**src/hdl/srfp_pkg.sv**
```systemverilog
// Shared types and constants for the servo response frame parser.
// No dependencies; used by srfp_parse and servo_response_frame_parser.
package srfp_pkg;

  localparam int MAX_PARAMS   = 4;
  localparam int BODY_DEPTH   = MAX_PARAMS + 2;
  localparam int POS_W        = $clog2(BODY_DEPTH + 1);
  localparam int IDX_W        = 2;
  localparam int CNT_W        = 3;
  localparam logic [7:0] HDR_BYTE     = 8'h55;
  localparam logic [7:0] LEN_OVERHEAD = 8'd3;
  localparam logic [7:0] LEN_MAX      = LEN_OVERHEAD + 8'(MAX_PARAMS);

  typedef enum logic [2:0] {
    PH_HUNT1 = 3'd0,
    PH_HUNT2 = 3'd1,
    PH_ID    = 3'd2,
    PH_LEN   = 3'd3,
    PH_BODY  = 3'd4
  } phase_t;

  typedef struct packed {
    logic [7:0]                  id;
    logic [7:0]                  cmd;
    logic [CNT_W-1:0]            count;
    logic [MAX_PARAMS-1:0][7:0]  params;
  } frame_t;

  typedef struct packed {
    logic final_pending;
    logic frame_ok;
  } parse_status_t;

endpackage

```
**src/hdl/srfp_parse.sv**
```systemverilog
// Byte-level frame parser: header hunt, length check, body capture, checksum.
// Depends on srfp_pkg.
module srfp_parse (
  input  logic                   clk,
  input  logic                   rst_n,
  input  logic                   byte_valid,
  input  logic [7:0]             byte_data,
  output srfp_pkg::parse_status_t status,
  output srfp_pkg::frame_t       frame
);

  srfp_pkg::phase_t                phase_r, phase_nxt;
  logic [7:0]                      id_r, id_nxt;
  logic [srfp_pkg::POS_W-1:0]      len_r, len_nxt;
  logic [srfp_pkg::POS_W-1:0]      pos_r, pos_nxt;
  logic [7:0]                      sum_r, sum_nxt;
  logic [7:0]                      store_r [srfp_pkg::BODY_DEPTH];
  logic [srfp_pkg::POS_W-1:0]      need;
  logic [srfp_pkg::POS_W-1:0]      pos_inc;
  logic                            in_range;
  logic                            store_we;
  logic                            frame_ok;

  assign need     = len_r - srfp_pkg::POS_W'(1);
  assign pos_inc  = pos_r + srfp_pkg::POS_W'(1);
  assign in_range = (phase_r == srfp_pkg::PH_BODY) &&
                    (pos_r < srfp_pkg::POS_W'(srfp_pkg::BODY_DEPTH)) && (pos_r < need);

  assign status.final_pending = in_range && (pos_inc == need);
  assign status.frame_ok      = frame_ok;

  always_comb begin
    phase_nxt = phase_r;
    id_nxt    = id_r;
    len_nxt   = len_r;
    pos_nxt   = pos_r;
    sum_nxt   = sum_r;
    store_we  = 1'b0;
    frame_ok  = 1'b0;
    if (byte_valid) begin
      case (phase_r)
        srfp_pkg::PH_HUNT1: begin
          if (byte_data == srfp_pkg::HDR_BYTE) phase_nxt = srfp_pkg::PH_HUNT2;
        end
        srfp_pkg::PH_HUNT2: begin
          phase_nxt = (byte_data == srfp_pkg::HDR_BYTE) ? srfp_pkg::PH_ID
                                                        : srfp_pkg::PH_HUNT1;
        end
        srfp_pkg::PH_ID: begin
          id_nxt    = byte_data;
          sum_nxt   = byte_data;
          phase_nxt = srfp_pkg::PH_LEN;
        end
        srfp_pkg::PH_LEN: begin
          if (byte_data < srfp_pkg::LEN_OVERHEAD || byte_data > srfp_pkg::LEN_MAX) begin
            phase_nxt = srfp_pkg::PH_HUNT1;
          end else begin
            len_nxt   = byte_data[srfp_pkg::POS_W-1:0];
            sum_nxt   = sum_r + byte_data;
            pos_nxt   = '0;
            phase_nxt = srfp_pkg::PH_BODY;
          end
        end
        srfp_pkg::PH_BODY: begin
          if (!in_range) begin
            phase_nxt = srfp_pkg::PH_HUNT1;
          end else begin
            store_we = 1'b1;
            pos_nxt  = pos_inc;
            if (pos_inc < need) begin
              sum_nxt = sum_r + byte_data;
            end else begin
              phase_nxt = srfp_pkg::PH_HUNT1;
              frame_ok  = (~sum_r == byte_data);
            end
          end
        end
        default: begin
          phase_nxt = srfp_pkg::PH_HUNT1;
        end
      endcase
    end
  end

  always_ff @(posedge clk) begin
    if (!rst_n) begin
      phase_r <= srfp_pkg::PH_HUNT1;
      id_r    <= '0;
      len_r   <= '0;
      pos_r   <= '0;
      sum_r   <= '0;
    end else begin
      phase_r <= phase_nxt;
      id_r    <= id_nxt;
      len_r   <= len_nxt;
      pos_r   <= pos_nxt;
      sum_r   <= sum_nxt;
    end
  end

  always_ff @(posedge clk) begin
    if (store_we) store_r[pos_r[$clog2(srfp_pkg::BODY_DEPTH)-1:0]] <= byte_data;
  end

  always_comb begin
    frame.id    = id_r;
    frame.cmd   = store_r[0];
    frame.count = srfp_pkg::CNT_W'(len_r - srfp_pkg::POS_W'(srfp_pkg::LEN_OVERHEAD));
    for (int i = 0; i < srfp_pkg::MAX_PARAMS; i++) begin
      frame.params[i] = store_r[i+1];
    end
  end

endmodule

```
**src/hdl/servo_response_frame_parser.sv**
```systemverilog
// Latency: one byte per cycle in; the first result appears the cycle after the checksum
// transfer, then one result per cycle from the result buffer while out_tready is high.
// Throughput: one byte per cycle; input stalls only on a frame's checksum byte
// while the previous frame's results are still being drained.
// Reset: rst_n synchronous, active low; returns to the header hunt, empties output.
// Depends on srfp_pkg and srfp_parse.
module servo_response_frame_parser (
  input  logic        clk,
  input  logic        rst_n,
  input  logic        in_tvalid,
  output logic        in_tready,
  input  logic [7:0]  in_tdata,   // rx_byte[7:0]
  output logic        out_tvalid,
  input  logic        out_tready,
  output logic [31:0] out_tdata,  // resp_id[7:0], command[15:8], param_count[18:16],
                                  // param_index[20:19], param_byte[28:21], zeros[31:29]
  output logic        out_tlast   // last
);

  srfp_pkg::parse_status_t      status;
  srfp_pkg::frame_t             frame;
  srfp_pkg::frame_t             emit_r;
  logic                         busy_r, busy_nxt;
  logic [srfp_pkg::IDX_W-1:0]   idx_r, idx_nxt;
  logic                         in_xfer;
  logic                         out_xfer;
  logic                         last;
  logic [7:0]                   pbyte;

  assign in_tready = !(busy_r && status.final_pending);
  assign in_xfer   = in_tvalid && in_tready;
  assign out_xfer  = out_tvalid && out_tready;

  srfp_parse u_parse (
    .clk        (clk),
    .rst_n      (rst_n),
    .byte_valid (in_xfer),
    .byte_data  (in_tdata),
    .status     (status),
    .frame      (frame)
  );

  assign last  = (emit_r.count == '0) ||
                 ({1'b0, idx_r} == emit_r.count - srfp_pkg::CNT_W'(1));
  assign pbyte = (emit_r.count == '0) ? 8'h00 : emit_r.params[idx_r];

  always_comb begin
    busy_nxt = busy_r;
    idx_nxt  = idx_r;
    if (out_xfer) begin
      if (last) busy_nxt = 1'b0;
      else idx_nxt = idx_r + srfp_pkg::IDX_W'(1);
    end
    if (status.frame_ok) begin
      busy_nxt = 1'b1;
      idx_nxt  = '0;
    end
  end

  always_ff @(posedge clk) begin
    if (!rst_n) begin
      busy_r <= 1'b0;
      idx_r  <= '0;
    end else begin
      busy_r <= busy_nxt;
      idx_r  <= idx_nxt;
    end
  end

  always_ff @(posedge clk) begin
    if (status.frame_ok) emit_r <= frame;
  end

  assign out_tvalid = busy_r;
  assign out_tlast  = last;
  assign out_tdata  = {3'b000, pbyte, idx_r, emit_r.count, emit_r.cmd, emit_r.id};

endmodule
```
**config.mk**
```make
export PLATFORM = sky130hd
export DESIGN_NAME = servo_response_frame_parser
export DESIGN_NICKNAME = d
export VERILOG_FILES = /design/src/hdl/srfp_pkg.sv /design/src/hdl/srfp_parse.sv /design/src/hdl/servo_response_frame_parser.sv
export SDC_FILE = /design/constraint.sdc
export NUM_CORES = 1
export LEC_CHECK = 0
export ABC_AREA = 1
export ABC_CLOCK_PERIOD_IN_PS = 4400
export BUFFER_PORTS_ARGS = -buffer_cell sky130_fd_sc_hd__buf_2
export CORE_MARGIN = 1.5
export CORE_UTILIZATION = 50
export CTS_CLUSTER_SIZE = 8
export DETAILED_ROUTE_END_ITERATION = 12
export GPL_TIMING_DRIVEN = 0
export HOLD_SLACK_MARGIN = 0.02
export PLACE_DENSITY = 0.69
export SKIP_LAST_GASP = 1
export SLEW_MARGIN = 20
export SYNTH_ARGS = -nofsm -noshare
export SYNTH_HDL_FRONTEND = slang
export SYNTH_SLANG_ARGS = --single-unit
```
**constraint.sdc**
```tcl
create_clock -name clk -period 4.4 [get_ports clk]
set_clock_uncertainty 0.2 [all_clocks]
set_input_delay 0.66 -clock clk [delete_from_list [all_inputs] [get_ports clk]]
set_output_delay 0.66 -clock clk [all_outputs]
set_load 0.05 [all_outputs]
```
# Word-level counts from Yosys, hierarchy flattened
# Memories as Yosys holds them, arrays and structs flattened. A register that Yosys moved wholly into a read port is not among the register bits.
# Index checks and enable logic that the tools add are counted.
[classes]
reduce_logical = 23
n_addsub = 6
n_eq_ne = 13
n_mux = 28
bitwise_logic = 4
order_cmp = 6
[ops]
columns = ["cell", "n"]
rows = [
  ["8-bit two-way mux", 5],
  ["8-bit case mux with 3 select lines", 1],
  ["3-bit two-way mux", 6],
  ["8-bit binary-select mux with 2-bit select", 1],
  ["3-bit case mux with 5 select lines", 1],
  ["1-bit two-way mux", 12],
  ["8-bit adder", 1],
  ["8-bit by 7-bit == test with 1-bit output, second input constant", 1],
  ["8-bit == test", 1],
  ["8-bit by 3-bit > comparator with 1-bit output, second input constant", 1],
  ["8-bit by 2-bit < comparator with 1-bit output, second input constant", 1],
  ["8-bit NOT", 1],
  ["3-bit by 2-bit == test with 1-bit output, second input constant", 2],
  ["1-bit logical AND", 6],
  ["3-bit logical NOT", 2],
  ["3-bit < comparator", 2],
  ["3-bit case mux with 2 select lines", 1],
  ["2-bit AND reduction", 3],
  ["3-bit AND reduction", 2],
  ["2-bit nonzero test", 3],
  ["3-bit by 1-bit subtractor with 3-bit output, second input constant", 2],
  ["5-bit AND reduction", 1],
  ["2-bit by 1-bit != test with 1-bit output, second input constant", 2],
  ["2-bit != test, second input constant", 2],
  ["other kinds (17)", 20],
]
[totals]
register_bits = 39
in_bits = 12
ram_bits = 48
memories = 1
[memory_table]
columns = ["name", "depth", "width", "rd", "rd_ports_with_merged_regs", "wr", "line_no", "source"]
rows = [
  ["u_parse.store_r", 6, 8, 5, 5, 1, "srfp_parse.sv:17", "logic [7:0] store_r [srfp_pkg::BODY_DEPTH];"],
]

# Logic depth before layout (Yosys ltp)
[logic_depth]
depth_word = 10
ltp_mapped = 15

# By module
# A second synthesis with hierarchy kept.
[unflattened]
hier_cells = 483
area_unflattened_um2 = 5191.2
[by_module_without_submodules]
columns = ["module", "cells_per_inst", "instances", "area_per_inst_um2"]
rows = [
  ["srfp_parse", 309, 1, 2947.8],
  ["servo_response_frame_parser", 174, 1, 2243.4],
]

# Worst setup path after synthesis
# No wires, ideal clock.
[synth_path]
path_kind = "flip-flop to flip-flop"
startpoint = "reg u_parse.len_r[0] (netlist bit)"
endpoint = "reg emit_r[0] (netlist name)"
stages_incl_launch_ff = 13
path_buffers = 0
arrival_time_ns = 2.792
setup_slack_ns = 1.003
t_required_ns = 3.795
setup_ns = 0.405
synth_period_minus_slack_ns = 3.397
path_cell_list = "dfxtp_1 inv_1 ha_1 xnor2_1 ha_1 inv_1 nor2_2 nand2_2 nand3_4 nand2_4 nor2_4 nand2_1 inv_1"
[synth_via]
elab_chain_len = 8
word_cells_on_any_way = 13
cone_classes = "add/sub: 1; order compare: 2; eq/ne: 1; mux: 4; reduce/logical: 5"
[synth_lines]
columns = ["item", "line_no", "source"]
rows = [
  ["start, declared", "srfp_parse.sv:14", "logic [srfp_pkg::POS_W-1:0] len_r, len_nxt;"],
  ["start signal, assigned", "srfp_parse.sv:95", "len_r <= len_nxt;"],
  ["3-bit by 1-bit subtractor with 3-bit output *", "srfp_parse.sv:24", "assign need = len_r - srfp_pkg::POS_W'(1);"],
  ["3-bit < comparator", "srfp_parse.sv:27", "(pos_r < srfp_pkg::POS_W'(srfp_pkg::BODY_DEPTH)) && (pos_r < need);"],
  ["1-bit logical AND", "srfp_parse.sv:27", ""],
  ["1-bit logical AND *", "srfp_parse.sv:29", "assign status.final_pending = in_range && (pos_inc == need);"],
  ["1-bit logical AND *", "servo_response_frame_parser.sv:30", "assign in_tready = !(busy_r && status.final_pending);"],
  ["1-bit logical NOT *", "servo_response_frame_parser.sv:30", ""],
  ["named net in_tready", "servo_response_frame_parser.sv:11", "output logic in_tready,"],
  ["1-bit logical AND *", "servo_response_frame_parser.sv:31", "assign in_xfer = in_tvalid && in_tready;"],
  ["1-bit two-way mux *", "srfp_parse.sv:40", "if (byte_valid) begin"],
]
# The timed path passes the listed nets; every way through them passes the cells marked *.
# A chain may end at the register's enable or synchronous reset.

# Final worst setup path
[layout_path]
startpoint = "reg u_parse.len_r[0] (netlist bit)"
endpoint = "mem u_parse.store_r[2][1] (enable)"
[layout_via]
elab_chain_len = 10
word_cells_on_any_way = 13
cone_classes = "add/sub: 1; order compare: 1; eq/ne: 1; mux: 5; reduce/logical: 5"
[layout_lines]
columns = ["item", "line_no", "source"]
rows = [
  ["3-bit by 1-bit subtractor with 3-bit output *", "srfp_parse.sv:24", ""],
  ["3-bit < comparator", "srfp_parse.sv:27", ""],
  ["1-bit logical AND", "srfp_parse.sv:27", ""],
  ["1-bit logical AND", "srfp_parse.sv:29", ""],
  ["1-bit logical AND", "servo_response_frame_parser.sv:30", ""],
  ["1-bit logical NOT", "servo_response_frame_parser.sv:30", ""],
  ["1-bit logical AND", "servo_response_frame_parser.sv:31", ""],
  ["1-bit two-way mux *", "srfp_parse.sv:40", ""],
  ["1-bit two-way mux *", "srfp_parse.sv:102", "if (store_we) store_r[pos_r[$clog2(srfp_pkg::BODY_DEPTH)-1:0]] <= byte_data;"],
  ["1-bit two-way mux (not written as such) *", "srfp_parse.sv:102", ""],
  ["end, declared", "srfp_parse.sv:17", ""],
]
# Mark *: on every way between the ends. The rest lies on a longest branch, timed or not.

==> results.cfg <==
[drt]
drt_iter0_drc = 186
wl_mm = 10.5
ant_nets = 0
viasPerCell = 5.02
wl_per_cell_um = 14.8
vias = 3551
drc = 0
firstDrtPassIters = 5

[critical_path]
arrival_ns = 3.31
cp-end-kind = register
required_ns = 4.31
cp-start-kind = register
cp_max_fo = 8
critPathKind = register to register

[placement]
place_ws_ns = 1.05
dp.cells = 675
dp_hpwl_mm = 6.83
gp_congestion = 0.894
portBuffers = 43

[timing]
fmax_ghz = 0.294
finalHoldViolations = 0
finalSetupTns_ns = 0
min_period_ns = 3.40
setup_viol = 0
min_period_over_period_pct = 77.3
slew_headroom_pct = 25.4
report.final.slew_viol_count = 0
worstMarginPinSlew_ns = 1.11
rsz0062_at_grt = false
timing.final.ws_setup_ns = 0.998

[global_route]
grt_pass1_vias = 3554
antenna_found_initial = 0
grt_pass1_wl_mm = 16.7
grt-ovfl-total = 0
track_usage_pct = 20.0
grt_max_degree = 33

[clock_network]
clock_tree.root_cell = clkbuf_8
worstSkewPairLatency_ns = 0.50
cts-resized-gates = 0
clkTransAtPathRegs_ns = 0.06
cts_tree = yes
cts-htree-levels = 4
post_cts_buffers = 0
ctsHoldBuffers = 0
cts_made_buffers = 17
cts.sinks = 119
clockBufferDepth = 2

[floorplan]
die_w_um = 105
coreArea_um2 = 10200
die_y_um = 105
initial_core_util_pct = 51.3
rows = 37
die_area_um2 = 11100
num_io_pins = 47

[finish]
layout-drive-gt1-share_pct = 23.1
final_common_cell = edfxtp_1
nets = 587
fin_cells = 707
mostFrequentLayoutCells = edfxtp_1, nand2_1, nor2_1, inv_1, buf_2
num_antenna_cells = 0
syn_to_final_growth_pct = 19.7

[power]
clkPwrFrac_pct = 50.7
intPower_w = 0.00213
vdd_drop_max_mv = 0.254
switchingPower_w = 0.000545
p_sw_share_pct = 20.3
powerDensity_nw_per_um2 = 426
seqPwrFrac_pct = 45.4
combPwrFrac_pct = 3.9
p_leak_nw = 2.47

[yosys]
synth_cells = 491
postSynthAreaPerCell_um2 = 10.7
yosys_warnings = 0
ys_ff_latch = 119
yosysUniqueCellTypes = 35
synthTopCellsByArea = edfxtp_1, dfxtp_1, nand2_1
yosysTopAreaCell = edfxtp_1
synth_seq_area_share_pct = 62.8
yosys.area.top_type_share_pct = 52.1
syn_area_um2 = 5250

[job]
cap_violations = 0

[outcome]
status = finished, final reports clean

[worst_hold_path]
hold_path.class = register to register
power by group through the flow:
| stage | combinational, W | clock (W) | sequential (W) |
|---|---|---|---|
| 2_1_floorplan | 0.0000702 | 0 | 0.00124 |
| 3_3_place_gp | 0.000101 | 0 | 0.00124 |
| 3_5_place_dp | 0.000104 | 0 | 0.00124 |
| 4_1_cts | 0.000105 | 0.00138 | 0.00122 |
| 5_1_grt | 0.000119 | 0.00143 | 0.00122 |
| 6_report | 0.000106 | 0.00136 | 0.00122 |
per-stage QoR:
| stage | hold slack [ns] | utilization, % | cell area (um2) | power (W) |
|---|---|---|---|---|
| after floorplan | 0.200 | - | 5260 | 0.00131 |
| after global placement | 0.201 | 55.1 | 5640 | 0.00134 |
| after detailed placement | 0.205 | 55.5 | 5680 | 0.00134 |
| after CTS | 0.215 | 61.4 | 6280 | 0.00270 |
| after global routing | 0.220 | 61.4 | 6280 | 0.00277 |
| final | 0.216 | 61.4 | 6280 | 0.00268 |
routing by layer:
metal  global-route usage (%)  vias to the layer above  wire (um)
li1                         -                     1762          -
met4                     8.12                        0        126
met3                     4.64                       13        495
met2                     35.3                       99       5480
met1                     23.6                     1677       4360
met5                        0                        -          0
layout make-up:
class	count	area, um2
buffer	31	225
clock buffer	20	445
clock inverter	12	149
fill	811	3950
inverter	57	214
multi-input combinational	286	1540
sequential	119	3290
tap	136	170
timing repair buffer	46	245
path summary, 6_finish.rpt:
| kind | start | endpoint | cells past startpoint | slack (ns) |
|---|---|---|---|---|
| worst min-delay path | u_parse.store_r[3][3] | emit_r[19] | 0 | 0.22 |
| worst min register to register | u_parse.store_r[3][3] | emit_r[19] | 0 | 0.22 |
| worst max register to register | u_parse.len_r[0] | u_parse.store_r[2][1] | 12 | 1.0 |
| worst max-delay path | u_parse.len_r[0] | u_parse.store_r[2][1] | 12 | 1.0 |
critical path, stage by stage, from the launching register on:
cell and delay, ns:
dfxtp_1 0.33, inv_1 0.11, ha_1 0.22, xnor2_1 0.17, ha_1 0.31, inv_1 0.06, nor2_2 0.12, nand2_2 0.12
nand3_4 0.14, nand2_4 0.09, nor2_4 0.15, nand2_1 0.12, nor3_1 0.86
cell usage after synthesis (all sizes together):
cell    instances
edfxtp         91
nand2          80
nor2           76
inv            57
o21ai          43
a21oi          31
buf            29
dfxtp          28
ha             16
nand3          12
nand4           6
xor2            5
xnor2           4
nor3            3
nor4            2
bufbuf          1
clkbuf          1
conb            1
fa              1
nand3b          1
nor3b           1
o21bai          1
or2             1
kinds of logic after synthesis:
| logic type | after synthesis | share of synthesized area, % |
|---|---|---|
| adder cells (fa/ha/maj) | 17 | 4.20 |
| AND/OR/NAND/NOR | 182 | 15.8 |
| flip-flops | 119 | 62.8 |
| XOR/XNOR | 9 | 1.50 |
| AO/OA/AOI/OAI | 75 | 7.27 |
| other | 1 | 0.0715 |
| buffers and inverters | 88 | 8.37 |
sequential cells by signal (all words and copies together) (netlist names), 2 cells and up:
name             count
idx_r                2
u_parse.phase_r      3
u_parse.id_r         8
u_parse.sum_r        8
u_parse.pos_r        3
u_parse.len_r        3
out_tdata           19
emit_r              32
u_parse.store_r     40
Power figures use the tool's default switching activity.
